`src/design/cgpp_pkg.sv`:
```
`default_nettype none
package cgpp_pkg;

	localparam int ACT_W   = 2;
	localparam int DRAW_W  = 15;
	localparam int COORD_W = 18;
	localparam int FRAC_W  = 8;
	localparam int PIX_W   = 10;
	localparam int RULE_W  = 2;

	// action codes on the input channel
	localparam logic [ACT_W-1:0] ACT_APPEND = 2'd0;
	localparam logic [ACT_W-1:0] ACT_MARKER = 2'd1;
	localparam logic [ACT_W-1:0] ACT_TICK   = 2'd2;

	// rule_mode codes
	localparam logic [RULE_W-1:0] RULE_ANY         = 2'd0;
	localparam logic [RULE_W-1:0] RULE_NO_REPEAT   = 2'd1;
	localparam logic [RULE_W-1:0] RULE_NO_NEIGHBOR = 2'd2;
	localparam logic [RULE_W-1:0] RULE_NO_SECOND   = 2'd3;

	localparam int MIN_ANCHORS = 3;
	localparam int Q_DEPTH     = 2;

	typedef enum logic [1:0] {
		OP_APPEND,
		OP_MARKER,
		OP_TICK
	} op_t;

	typedef struct packed {
		op_t                op;
		logic [DRAW_W-1:0]  draw;
		logic [COORD_W-1:0] x;
		logic [COORD_W-1:0] y;
	} cmd_t;

	typedef struct packed {
		logic busy;
		logic rem_ok;
		logic last_ok;
	} back_status_t;

endpackage
`default_nettype wire

```
`src/design/cgpp_front.sv`:
```
`default_nettype none
module cgpp_front (
	input  wire logic                          clk,
	input  wire logic                          arst_n,
	input  wire logic                          in_valid,
	output logic                               in_stall,
	input  wire logic [cgpp_pkg::ACT_W-1:0]    action,
	input  wire logic [cgpp_pkg::DRAW_W-1:0]   random_draw,
	input  wire logic [cgpp_pkg::COORD_W-1:0]  coord_x,
	input  wire logic [cgpp_pkg::COORD_W-1:0]  coord_y,
	input  wire logic                          q_full,
	output logic                               q_push,
	output cgpp_pkg::cmd_t                     q_cmd
);

	logic           v_s1;
	cgpp_pkg::cmd_t cmd_s1;
	logic           keep;
	cgpp_pkg::op_t  op;
	logic           accept;

	always_comb begin
		keep = 1'b1;
		op   = cgpp_pkg::OP_APPEND;
		unique case (action)
			cgpp_pkg::ACT_APPEND: op = cgpp_pkg::OP_APPEND;
			cgpp_pkg::ACT_MARKER: op = cgpp_pkg::OP_MARKER;
			cgpp_pkg::ACT_TICK:   op = cgpp_pkg::OP_TICK;
			default:              keep = 1'b0;
		endcase
	end

	assign in_stall = v_s1 && q_full;
	assign accept   = in_valid && !in_stall;
	assign q_push   = v_s1 && !q_full;
	assign q_cmd    = cmd_s1;

	// unused action codes are taken and dropped here
	always_ff @(posedge clk or negedge arst_n) begin
		if (!arst_n) begin
			v_s1 <= 1'b0;
		end else if (accept) begin
			v_s1 <= keep;
		end else if (q_push) begin
			v_s1 <= 1'b0;
		end
	end

	always_ff @(posedge clk) begin
		if (accept) begin
			cmd_s1.op   <= op;
			cmd_s1.draw <= random_draw;
			cmd_s1.x    <= coord_x;
			cmd_s1.y    <= coord_y;
		end
	end

endmodule
`default_nettype wire

```
`src/design/cgpp_queue.sv`:
```
`default_nettype none
module cgpp_queue (
	input  wire logic           clk,
	input  wire logic           arst_n,
	input  wire logic           push,
	input  wire cgpp_pkg::cmd_t push_cmd,
	output logic                full,
	input  wire logic           pop,
	output logic                pop_valid,
	output cgpp_pkg::cmd_t      pop_cmd
);

	localparam int AW = $clog2(cgpp_pkg::Q_DEPTH);

	cgpp_pkg::cmd_t  slot_q [cgpp_pkg::Q_DEPTH];
	logic [AW-1:0]   wr_ptr_q;
	logic [AW-1:0]   rd_ptr_q;
	logic [AW:0]     level_q;
	logic            do_push;
	logic            do_pop;

	assign full      = (level_q == (AW+1)'(cgpp_pkg::Q_DEPTH));
	assign pop_valid = (level_q != '0);
	assign pop_cmd   = slot_q[rd_ptr_q];
	assign do_push   = push && !full;
	assign do_pop    = pop && pop_valid;

	always_ff @(posedge clk or negedge arst_n) begin
		if (!arst_n) begin
			wr_ptr_q <= '0;
			rd_ptr_q <= '0;
			level_q  <= '0;
		end else begin
			if (do_push) wr_ptr_q <= wr_ptr_q + AW'(1);
			if (do_pop)  rd_ptr_q <= rd_ptr_q + AW'(1);
			if (do_push && !do_pop) level_q <= level_q + (AW+1)'(1);
			else if (do_pop && !do_push) level_q <= level_q - (AW+1)'(1);
		end
	end

	always_ff @(posedge clk) begin
		if (do_push) slot_q[wr_ptr_q] <= push_cmd;
	end

endmodule
`default_nettype wire

```
`src/design/cgpp_back.sv`:
```
`default_nettype none
module cgpp_back #(
	parameter int MAX_ANCHORS   = 8,
	parameter int DOT_RADIUS    = 2,
	parameter int SCREEN_WIDTH  = 1024,
	parameter int SCREEN_HEIGHT = 1024
) (
	input  wire logic                          clk,
	input  wire logic                          arst_n,
	input  wire logic                          cfg_we,
	input  wire logic [cgpp_pkg::RULE_W-1:0]   cfg_wdata,
	input  wire logic                          q_valid,
	input  wire cgpp_pkg::cmd_t                q_cmd,
	output logic                               q_pop,
	output logic                               out_valid,
	input  wire logic                          out_stall,
	output logic [cgpp_pkg::PIX_W-1:0]         pixel_x,
	output logic [cgpp_pkg::PIX_W-1:0]         pixel_y,
	output logic                               last_pixel,
	output cgpp_pkg::back_status_t             status
);

	localparam int CNT_W  = $clog2(MAX_ANCHORS + 1);
	localparam int IDX_W  = $clog2(MAX_ANCHORS);
	localparam int D_W    = $clog2(DOT_RADIUS + 1) + 1;
	localparam int SQ_W   = 2 * D_W + 1;
	localparam int PX_W   = cgpp_pkg::PIX_W + 2;
	localparam int STEP_W = $clog2(cgpp_pkg::DRAW_W);
	localparam int CW     = cgpp_pkg::COORD_W;

	localparam logic signed [D_W-1:0]  R_S  = D_W'(DOT_RADIUS);
	localparam logic signed [SQ_W-1:0] RR_S = SQ_W'(DOT_RADIUS * DOT_RADIUS);
	localparam logic signed [PX_W-1:0] SW_S = PX_W'(SCREEN_WIDTH);
	localparam logic signed [PX_W-1:0] SH_S = PX_W'(SCREEN_HEIGHT);

	typedef enum logic [2:0] {
		ST_IDLE,
		ST_MOD,
		ST_MOVE,
		ST_SCAN,
		ST_FLUSH
	} state_t;

	state_t                          state_q;
	logic [cgpp_pkg::RULE_W-1:0]     rule_q;
	logic [CNT_W-1:0]                count_q;
	logic [IDX_W-1:0]                last_q;
	logic [CW-1:0]                   mx_q;
	logic [CW-1:0]                   my_q;
	logic [CW-1:0]                   ax_q [MAX_ANCHORS];
	logic [CW-1:0]                   ay_q [MAX_ANCHORS];
	logic [cgpp_pkg::DRAW_W-1:0]     draw_q;
	logic [CNT_W-1:0]                rem_q;
	logic [STEP_W-1:0]               step_q;
	logic signed [D_W-1:0]           dx_q;
	logic signed [D_W-1:0]           dy_q;
	logic                            pend_v_q;
	logic [cgpp_pkg::PIX_W-1:0]      pend_x_q;
	logic [cgpp_pkg::PIX_W-1:0]      pend_y_q;
	logic                            out_valid_q;
	logic [cgpp_pkg::PIX_W-1:0]      pixel_x_q;
	logic [cgpp_pkg::PIX_W-1:0]      pixel_y_q;
	logic                            last_q_out;

	logic                            append_ok;
	logic [CNT_W:0]                  rem_t;
	logic [CNT_W:0]                  rem_sub;
	logic [CNT_W-1:0]                rem_next;
	logic [IDX_W-1:0]                cand;
	logic [IDX_W-1:0]                idx_gap;
	logic                            allowed;
	logic [CW:0]                     sum_x;
	logic [CW:0]                     sum_y;
	logic signed [SQ_W-1:0]          dxe;
	logic signed [SQ_W-1:0]          dye;
	logic signed [SQ_W-1:0]          dsq;
	logic signed [PX_W-1:0]          px;
	logic signed [PX_W-1:0]          py;
	logic                            hit;
	logic                            out_free;
	logic                            scan_hold;
	logic                            scan_end;
	logic                            out_load;

	assign q_pop      = (state_q == ST_IDLE) && q_valid;
	assign out_valid  = out_valid_q;
	assign pixel_x    = pixel_x_q;
	assign pixel_y    = pixel_y_q;
	assign last_pixel = last_q_out;
	assign out_free   = !out_valid_q || !out_stall;

	assign append_ok = (count_q < CNT_W'(MAX_ANCHORS));

	// one restoring step of draw modulo count per cycle
	assign rem_t    = {rem_q, draw_q[cgpp_pkg::DRAW_W-1]};
	assign rem_sub  = rem_t - {1'b0, count_q};
	assign rem_next = (rem_t >= {1'b0, count_q}) ? rem_sub[CNT_W-1:0] : rem_t[CNT_W-1:0];

	assign cand    = rem_q[IDX_W-1:0];
	assign idx_gap = (cand > last_q) ? (cand - last_q) : (last_q - cand);

	always_comb begin
		allowed = 1'b1;
		unique case (rule_q)
			cgpp_pkg::RULE_ANY:         allowed = 1'b1;
			cgpp_pkg::RULE_NO_REPEAT:   allowed = (idx_gap != '0);
			cgpp_pkg::RULE_NO_NEIGHBOR: allowed = (idx_gap != IDX_W'(1));
			cgpp_pkg::RULE_NO_SECOND:   allowed = (idx_gap != IDX_W'(2));
			default:                    allowed = 1'b1;
		endcase
	end

	assign sum_x = {1'b0, ax_q[cand]} + {1'b0, mx_q};
	assign sum_y = {1'b0, ay_q[cand]} + {1'b0, my_q};

	assign dxe = SQ_W'(dx_q);
	assign dye = SQ_W'(dy_q);
	assign dsq = dxe * dxe + dye * dye;
	assign px  = $signed({2'b00, mx_q[CW-1:cgpp_pkg::FRAC_W]}) + PX_W'(dx_q);
	assign py  = $signed({2'b00, my_q[CW-1:cgpp_pkg::FRAC_W]}) + PX_W'(dy_q);
	assign hit = (dsq <= RR_S) && !px[PX_W-1] && (px < SW_S) && !py[PX_W-1] && (py < SH_S);

	// a found pixel waits in the pending slot until the next one shows it is not the last
	assign scan_hold = hit && pend_v_q && !out_free;
	assign scan_end  = (dx_q == R_S) && (dy_q == R_S);
	assign out_load  = (state_q == ST_SCAN && !scan_hold && hit && pend_v_q) ||
	                   (state_q == ST_FLUSH && pend_v_q && out_free);

	always_ff @(posedge clk or negedge arst_n) begin
		if (!arst_n) begin
			out_valid_q <= 1'b0;
		end else if (out_load) begin
			out_valid_q <= 1'b1;
		end else if (!out_stall) begin
			out_valid_q <= 1'b0;
		end
	end

	always_ff @(posedge clk or negedge arst_n) begin
		if (!arst_n) begin
			state_q     <= ST_IDLE;
			rule_q      <= cgpp_pkg::RULE_ANY;
			count_q     <= '0;
			last_q      <= '0;
			mx_q        <= '0;
			my_q        <= '0;
			draw_q      <= '0;
			rem_q       <= '0;
			step_q      <= '0;
			dx_q        <= '0;
			dy_q        <= '0;
			pend_v_q    <= 1'b0;
			pend_x_q    <= '0;
			pend_y_q    <= '0;
			pixel_x_q   <= '0;
			pixel_y_q   <= '0;
			last_q_out  <= 1'b0;
		end else begin
			if (cfg_we) rule_q <= cfg_wdata;

			unique case (state_q)
				ST_IDLE: begin
					if (q_valid) begin
						unique case (q_cmd.op)
							cgpp_pkg::OP_APPEND: begin
								if (append_ok) count_q <= count_q + CNT_W'(1);
							end
							cgpp_pkg::OP_MARKER: begin
								mx_q <= q_cmd.x;
								my_q <= q_cmd.y;
							end
							cgpp_pkg::OP_TICK: begin
								if (count_q >= CNT_W'(cgpp_pkg::MIN_ANCHORS)) begin
									draw_q  <= q_cmd.draw;
									rem_q   <= '0;
									step_q  <= STEP_W'(cgpp_pkg::DRAW_W - 1);
									state_q <= ST_MOD;
								end
							end
							default: ;
						endcase
					end
				end
				ST_MOD: begin
					rem_q  <= rem_next;
					draw_q <= {draw_q[cgpp_pkg::DRAW_W-2:0], 1'b0};
					step_q <= step_q - STEP_W'(1);
					if (step_q == '0) state_q <= ST_MOVE;
				end
				ST_MOVE: begin
					if (allowed) begin
						last_q   <= cand;
						mx_q     <= sum_x[CW:1];
						my_q     <= sum_y[CW:1];
						dx_q     <= -R_S;
						dy_q     <= -R_S;
						pend_v_q <= 1'b0;
						state_q  <= ST_SCAN;
					end else begin
						state_q <= ST_IDLE;
					end
				end
				ST_SCAN: begin
					if (!scan_hold) begin
						if (hit) begin
							pend_v_q <= 1'b1;
							pend_x_q <= px[cgpp_pkg::PIX_W-1:0];
							pend_y_q <= py[cgpp_pkg::PIX_W-1:0];
							if (pend_v_q) begin
								pixel_x_q   <= pend_x_q;
								pixel_y_q   <= pend_y_q;
								last_q_out  <= 1'b0;
							end
						end
						if (scan_end) begin
							state_q <= ST_FLUSH;
						end else if (dy_q == R_S) begin
							dy_q <= -R_S;
							dx_q <= dx_q + D_W'(1);
						end else begin
							dy_q <= dy_q + D_W'(1);
						end
					end
				end
				ST_FLUSH: begin
					if (!pend_v_q) begin
						state_q <= ST_IDLE;
					end else if (out_free) begin
						pixel_x_q   <= pend_x_q;
						pixel_y_q   <= pend_y_q;
						last_q_out  <= 1'b1;
						pend_v_q    <= 1'b0;
						state_q     <= ST_IDLE;
					end
				end
				default: state_q <= ST_IDLE;
			endcase
		end
	end

	// anchor table, entries above the fill count are never read
	always_ff @(posedge clk) begin
		if (state_q == ST_IDLE && q_valid && q_cmd.op == cgpp_pkg::OP_APPEND && append_ok) begin
			ax_q[count_q[IDX_W-1:0]] <= q_cmd.x;
			ay_q[count_q[IDX_W-1:0]] <= q_cmd.y;
		end
	end

	assign status.busy    = (state_q != ST_IDLE);
	assign status.rem_ok  = (state_q != ST_MOD && state_q != ST_MOVE) || (rem_q < count_q);
	assign status.last_ok = (count_q == '0) || (CNT_W'(last_q) < count_q);

endmodule
`default_nettype wire

```
`src/design/chaos_game_point_plotter_top.sv`:
```
`default_nettype none
// Chaos-game point plotter. Appends (action 0) and marker writes (action 1) are handled in
// the back end's idle state as they are popped; action 3 is dropped at the front. A draw tick
// (action 2) with at least three anchors is dequeued, then runs the bit-serial draw modulo
// anchor count, the rule check and midpoint, the (2*DOT_RADIUS+1)^2-point disc scan and a
// flush; a tick the rule rejects ends after the rule check. Scan and flush wait while out_stall
// holds the output register. A two-entry command queue sits between the input stage and the
// back end, so new transactions are taken while a disc is drawn until the queue and stage fill.
// The user writes rule_mode via cfg_we/cfg_wdata only while the block is idle (not enforced).
module chaos_game_point_plotter_top #(
	parameter int MAX_ANCHORS   = 8,
	parameter int DOT_RADIUS    = 2,
	parameter int SCREEN_WIDTH  = 1024,
	parameter int SCREEN_HEIGHT = 1024
) (
	input  wire logic                          clk,
	input  wire logic                          arst_n,
	input  wire logic                          cfg_we,
	input  wire logic [cgpp_pkg::RULE_W-1:0]   cfg_wdata,
	input  wire logic                          in_valid,
	output logic                               in_stall,
	input  wire logic [cgpp_pkg::ACT_W-1:0]    action,
	input  wire logic [cgpp_pkg::DRAW_W-1:0]   random_draw,
	input  wire logic [cgpp_pkg::COORD_W-1:0]  coord_x,
	input  wire logic [cgpp_pkg::COORD_W-1:0]  coord_y,
	output logic                               out_valid,
	input  wire logic                          out_stall,
	output logic [cgpp_pkg::PIX_W-1:0]         pixel_x,
	output logic [cgpp_pkg::PIX_W-1:0]         pixel_y,
	output logic                               last_pixel
);

	logic                     q_push;
	logic                     q_full;
	cgpp_pkg::cmd_t           q_in_cmd;
	logic                     q_pop;
	logic                     q_valid;
	cgpp_pkg::cmd_t           q_out_cmd;
	cgpp_pkg::back_status_t   back_st;

	cgpp_front u_front (
		.clk         (clk),
		.arst_n      (arst_n),
		.in_valid    (in_valid),
		.in_stall    (in_stall),
		.action      (action),
		.random_draw (random_draw),
		.coord_x     (coord_x),
		.coord_y     (coord_y),
		.q_full      (q_full),
		.q_push      (q_push),
		.q_cmd       (q_in_cmd)
	);

	cgpp_queue u_queue (
		.clk       (clk),
		.arst_n    (arst_n),
		.push      (q_push),
		.push_cmd  (q_in_cmd),
		.full      (q_full),
		.pop       (q_pop),
		.pop_valid (q_valid),
		.pop_cmd   (q_out_cmd)
	);

	cgpp_back #(
		.MAX_ANCHORS   (MAX_ANCHORS),
		.DOT_RADIUS    (DOT_RADIUS),
		.SCREEN_WIDTH  (SCREEN_WIDTH),
		.SCREEN_HEIGHT (SCREEN_HEIGHT)
	) u_back (
		.clk        (clk),
		.arst_n     (arst_n),
		.cfg_we     (cfg_we),
		.cfg_wdata  (cfg_wdata),
		.q_valid    (q_valid),
		.q_cmd      (q_out_cmd),
		.q_pop      (q_pop),
		.out_valid  (out_valid),
		.out_stall  (out_stall),
		.pixel_x    (pixel_x),
		.pixel_y    (pixel_y),
		.last_pixel (last_pixel),
		.status     (back_st)
	);

	// the back end takes no new transaction while a tick is in flight
	a_no_pop_busy: assert property (@(posedge clk) disable iff (!arst_n)
		back_st.busy |-> !q_pop)
		else $error("queue popped while back end busy");

	a_rem_range: assert property (@(posedge clk) disable iff (!arst_n)
		back_st.rem_ok)
		else $error("modulo remainder not below anchor count");

	a_last_range: assert property (@(posedge clk) disable iff (!arst_n)
		back_st.last_ok)
		else $error("last anchor index beyond anchor count");

	// a new pixel only appears when the slot was free or being drained
	a_out_no_overrun: assert property (@(posedge clk) disable iff (!arst_n)
		out_valid && out_stall |=> out_valid && $stable(pixel_x) && $stable(last_pixel))
		else $error("stalled pixel overwritten");

endmodule
`default_nettype wire
```
`config.mk`:
```
export PLATFORM = sky130hd
export DESIGN_NAME = chaos_game_point_plotter_top
export DESIGN_NICKNAME = d
export VERILOG_FILES = /design/src/design/cgpp_pkg.sv /design/src/design/cgpp_front.sv /design/src/design/cgpp_queue.sv /design/src/design/cgpp_back.sv /design/src/design/chaos_game_point_plotter_top.sv
export SDC_FILE = /design/constraint.sdc
export NUM_CORES = 1
export LEC_CHECK = 0
export BUFFER_PORTS_ARGS = -buffer_cell sky130_fd_sc_hd__buf_2
export CAP_MARGIN = 10
export CORE_UTILIZATION = 35
export DETAILED_ROUTE_END_ITERATION = 16
export SYNTH_ARGS = -nofsm -noshare
export SYNTH_HDL_FRONTEND = slang
export SYNTH_HIERARCHICAL = 1
export SYNTH_SLANG_ARGS = --single-unit
```
`constraint.sdc`:
```
create_clock -name clk -period 5.4 [get_ports clk]
set_input_delay 1.62 -clock clk [delete_from_list [all_inputs] [get_ports clk]]
set_output_delay 1.62 -clock clk [all_outputs]
set_load 0.005 [all_outputs]
```
==> results of run 1 <==
worst paths after layout:
check	end	cells past startpoint	slack (ns)
setup reg to reg	u_back/pixel_y[3]	17	0.34
max in group asynchronous	u_back/pend_y_q[0]	2	3.22
setup / recovery	u_back/pixel_y[3]	17	0.34
min in group asynchronous	u_back/rule_q[0]	1	1.10
hold reg to reg	u_queue/slot_q[1][49]	0	0.44
hold / removal	u_queue/slot_q[1][49]	0	0.44
cell type report:
cell class                 count  area (um2)  area share
sequential                   572       16560      0.5609
multi-input combinational    944        8647      0.2929
clock buffer                  74        1635     0.05539
tap                          959        1200     0.04064
timing repair buffer         114       694.4     0.02352
clock inverter                41       495.5     0.01678
inverter                      77       289.0    0.009789
antenna                        1       2.502  0.00008475
report_power, final:
part / total [mW] / switching (mW) / internal (mW)
Combinational: 9.03 / 4.92 / 4.11
Sequential: 6.50 / 0.623 / 5.87
Clock: 4.34 / 1.75 / 2.59
Total: 19.9 / 7.29 / 12.6
state kept, by name (all words and copies together), names as in the netlist, 4 cells and up:
name / flops
u_back/rem_q: 4
u_back/pend_x_q: 10
u_back/mx_q: 18
u_back/draw_q: 15
u_back/step_q: 4
u_back/ax_q: 144
u_back/pixel_x: 10
u_back/my_q: 18
u_queue/slot_q: 106
u_back/ay_q: 144
u_back/count_q: 4
u_front/q_cmd: 53
u_back/pend_y_q: 10
u_back/pixel_y: 10
critical path, stage by stage, from the launching register on:
cell       delay (ns)
dfrtp_2          0.48
ha_1             0.22
inv_1            0.09
fa_1             0.43
fa_1             0.50
fa_1             0.54
inv_1            0.04
ha_1             0.28
ha_1             0.33
a21o_1           0.19
a21oi_1          0.16
xnor2_1          0.16
a22oi_1          0.09
o311ai_1         0.31
a2bb2oi_2        0.21
and3_4           0.28
o21a_4           0.29
mux2_4           0.32
per-layer routing:
layer,part of all wire,wire (um),vias to the layer above,GRT usage
met4,0.021,1124,0,0.03764
met5,0,0,-,0
li1,-,-,6521,-
met3,0.039,2056,80,0.02167
met2,0.49,25610,270,0.2370
met1,0.45,23630,6989,0.1893
stage by stage:
stage / area (um2) / std cells
2_1_floorplan: 25750 / 1650
5_1_grt: 29520 / 2781
3_5_place_dp: 27370 / 2665
3_3_place_gp: 27370 / 2665
4_1_cts: 29500 / 2780
6_report: 29530 / 2782
==> impl_metrics.csv, run 1 <==
group,metric,value,unit
status,status,"complete, no violations",
floorplanning,die_y,273.2,um
clock_tree,cts_setup_buffers,0,
finish,layout_common_cells,"447 x edfxtp_1, 120 x dfrtp_1, 101 x nand2_1",
clock_tree,cts_tree,"yes",
pwr,powerDensity,672.8,nW/um2
worst_setup_path,crit_path_start_kind,"flip-flop",
pwr,total_power,19.87,mW
floorplanning,start_util,0.3535,
worst_hold_path,hold_start,"u_front/q_cmd[49]",
floorplanning,fp-row-count,99,
floorplanning,die_x,273.2,um
clock_tree,clock-sinks,572,
worst_setup_path,required,5.90,ns
drt,first_pass_iters,7,
place,dp_worst_setup_slack,0.09053,ns
yosys,yosysWarnings,6,
timing,fmax,0.1977,GHz
timing,relSlewSlack,0.3623,
timing,tns,0,ns
drt,via_count,13860,
timing,drv_slew,0,
timing,min_period,5.058,ns
yosys,syn_nets,1817,
finish,area_delta_synth_final,14.68,%
global_routing,antenna_found_initial,0,
global_routing,grt_pass1_wl,81440,um
worst_hold_path,worstHoldPathType,"reg2reg",
timing,finalHoldViolCount,0,
finish,layout_commonest_cell,"edfxtp_1",
worst_setup_path,timing_worst_setup_path_type,"reg2reg",
clock_tree,clk_latency,0.63,ns
global_routing,grt_usage,0.1409,
timing,tightest_slew,0.9478,ns
clock_tree,numCtsBuffers,61,
run,cap_viol_max_count,0,
finish,utilization,0.4054,
drt,ant_nets,0,
worst_setup_path,arrival,5.56,ns
drt,wl_per_cell,18.84,um
yosys,synthCells,1650,
pwr,ir_worst_vdd,0.5061,mV
finish,fin_nets,1937,
timing,finalWorstSetupSlack,0.3415,ns
worst_setup_path,cp-end-kind,"flip-flop",
place,dp_hpwl,32950,um
drt,drt-total-wl,52420,um
timing,setup_viol,0,
clock_tree,clock_path_buffers,3,
floorplanning,core,72830,um2
global_routing,grt_pass1_vias,14150,
clock_tree,ctsHoldBuffers,0,
floorplanning,dieArea,74650,um2
floorplanning,ios,83,
global_routing,grt_max_degree,86,
place,port_buffers,82,
drt,dr.first_iter.drc_count,962,
pwr,p_leak,11.11,nW
timing,finalCritPeriodShare,0.9368,
drt,viasPerCell,4.982,
drt,drc,0,
clock_tree,cts-root-buf,"clkbuf_16",
finish,drive_above_1_share,0.2431,
global_routing,overflow,0,
clock_tree,cts_resized,0,
worst_setup_path,path_max_fanout,10,
place,gp_congestion,0.8567,
clock_tree,htreeDepth,2,
worst_setup_path,r2r_start,"u_back/dy_q[2]",
worst_setup_path,cp-startpoint,"u_back/dy_q[2]",
timing,clock-skew-final,0.02515,ns
yosys,syn_area,25750,um2
clock_tree,clk_pin_slew,0.06,ns
timing,whs,0.4441,ns
timing,rsz0062_at_grt,"no",
finish,n_fill_cell,6597,
yosys,syn_area_per_cell,15.60,um2
(Power assumes the default switching activity.)
==> run 2: changes to the inputs <==
--- a/config.mk
+++ b/config.mk
@@ -5,6 +5,7 @@
 export SDC_FILE = /design/constraint.sdc
 export NUM_CORES = 1
 export LEC_CHECK = 0
+export ABC_AREA = 1
 export BUFFER_PORTS_ARGS = -buffer_cell sky130_fd_sc_hd__buf_2
 export CAP_MARGIN = 10
 export CORE_UTILIZATION = 35
==> run 2 against run 1 <==
Net effect: critical path depth did not move; critical path type unchanged; highest routed layer unchanged; maximum frequency rose by 4.9%; sequential power barely moved; wire length rose by 20%; synthesized cell count rose by 53%; critical endpoint unchanged; non-clock buffer count did not move; total power rose by 4.8%; clock power fell by 4%.
==> impl_metrics.csv, run 2 <==
group,metric,value,unit
status,status,"complete, no violations",
clock_tree,cts-root-buf,"clkbuf_16",
global_routing,grt_usage,0.1650,
floorplanning,fp-row-count,100,
timing,rsz0062_at_grt,"no",
timing,setup_viol,0,
floorplanning,dieArea,76590,um2
timing,relSlewSlack,0.3359,
yosys,syn_area,26420,um2
timing,finalHoldViolCount,0,
drt,dr.first_iter.drc_count,1192,
clock_tree,clock-sinks,572,
clock_tree,cts_setup_buffers,0,
place,port_buffers,82,
clock_tree,htreeDepth,2,
finish,layout_common_cells,"539 x nand2_1, 447 x edfxtp_1, 333 x nor2_1",
drt,via_count,17930,
timing,clock-skew-final,0.02464,ns
pwr,p_leak,12.06,nW
worst_setup_path,timing_worst_setup_path_type,"reg2reg",
worst_setup_path,cp-end-kind,"flip-flop",
clock_tree,cts_resized,0,
pwr,ir_worst_vdd,0.3788,mV
finish,fin_nets,2771,
global_routing,overflow,0,
finish,drive_above_1_share,0.09691,
timing,tns,0,ns
worst_setup_path,path_max_fanout,22,
yosys,syn_nets,2697,
worst_setup_path,arrival,5.31,ns
drt,viasPerCell,4.952,
floorplanning,die_y,276.8,um
timing,fmax,0.2073,GHz
floorplanning,core,74570,um2
place,gp_congestion,0.8564,
clock_tree,ctsHoldBuffers,0,
pwr,powerDensity,696.3,nW/um2
clock_tree,clock_path_buffers,3,
pwr,total_power,20.82,mW
yosys,synthCells,2530,
timing,finalCritPeriodShare,0.8932,
drt,first_pass_iters,5,
drt,drt-total-wl,63040,um
finish,layout_commonest_cell,"nand2_1",
global_routing,grt_pass1_vias,17420,
floorplanning,die_x,276.8,um
global_routing,grt_max_degree,150,
finish,area_delta_synth_final,13.18,%
clock_tree,numCtsBuffers,60,
floorplanning,ios,83,
worst_hold_path,worstHoldPathType,"reg2reg",
drt,drc,0,
drt,ant_nets,0,
global_routing,grt_busiest_layer,"met2",
finish,antenna_cells,0,
floorplanning,start_util,0.3543,
global_routing,grtUsageMet1,0.2322,
timing,drv_slew,0,
clock_tree,clk_pin_slew,0.06,ns
global_routing,gr-usage-met2,0.2695,
timing,min_period,4.824,ns
clock_tree,cts_tree,"yes",
timing,tightest_slew,0.9939,ns
yosys,syn_area_per_cell,10.44,um2
clock_tree,clk_latency,0.63,ns
global_routing,grt_pass1_wl,100000,um
timing,whs,0.4425,ns
global_routing,met3_usage,0.02185,
yosys,yosysWarnings,6,
worst_setup_path,crit_path_start_kind,"flip-flop",
global_routing,antenna_found_initial,1,
worst_setup_path,required,5.89,ns
drt,wl_per_cell,17.41,um
place,dp_hpwl,40790,um
run,cap_viol_max_count,0,
-- run 2: power breakdown --
part	switching [mW]	internal, mW	total, mW
sequential	0.505	5.96	6.47
clock	1.75	2.44	4.18
combinational	6.85	3.33	10.2
total	9.10	11.7	20.8
-- run 2: layout make-up --
class                           count  area [um2]
Clock buffer                       68        1531
Clock inverter                     42       483.0
Fill cell                        7144       44670
Inverter                          189       715.7
Multi-Input combinational cell   1667        8711
Sequential cell                   572       16560
Tap cell                          969        1212
Timing Repair Buffer              114       694.4
-- run 2: path summary, 6_finish.rpt --
check                                 start                   end  slack (ns)  depth (start not counted)
max in group asynchronous            arst_n       u_back/my_q[17]        3.25                          2
max reg2reg                  u_back/dx_q[2]     u_back/pixel_y[3]        0.58                         17
min reg2reg                u_front/q_cmd[2]  u_queue/slot_q[0][2]        0.44                          0
min                        u_front/q_cmd[2]  u_queue/slot_q[0][2]        0.44                          0
max                          u_back/dx_q[2]     u_back/pixel_y[3]        0.58                         17
min in group asynchronous            arst_n     u_back/last_pixel        1.11                          1
-- run 2: routing by layer --
| metal | vias up | part of all wire |
|---|---|---|
| li1 | 8858 | - |
| met3 | 73 | 0.042 |
| met5 | - | 0 |
| met1 | 8645 | 0.48 |
| met2 | 356 | 0.46 |
| met4 | 0 | 0.020 |
-- run 2: per-stage QoR --
stage / cell area [um2] / util / worst slack (ns) / cells
finish: 29900 / 0.4010 / 0.5765 / 3621
global placement: 27890 / 0.3740 / 0.6072 / 3511
floorplan: 26420 / - / 1.108 / 2530
global route: 29900 / 0.4010 / 0.2033 / 3621
detailed placement: 27890 / 0.3740 / 0.5642 / 3511
CTS: 29900 / 0.4010 / 0.5457 / 3621
-- run 2: worst max-delay path, stage by stage, from the launching register on --
cell and delay [ns]:
dfrtp_1 0.75, inv_1 0.21, fa_1 0.51, fa_1 0.50, inv_1 0.04, ha_1 0.27
ha_1 0.33, fa_1 0.47, xnor2_1 0.16, o21ai_0 0.10, nor2_1 0.16, nand2_1 0.09
nand3_2 0.09, nand3_2 0.09, nor2_4 0.14, nand4_2 0.45, nand3_1 0.22, nand2_1 0.08
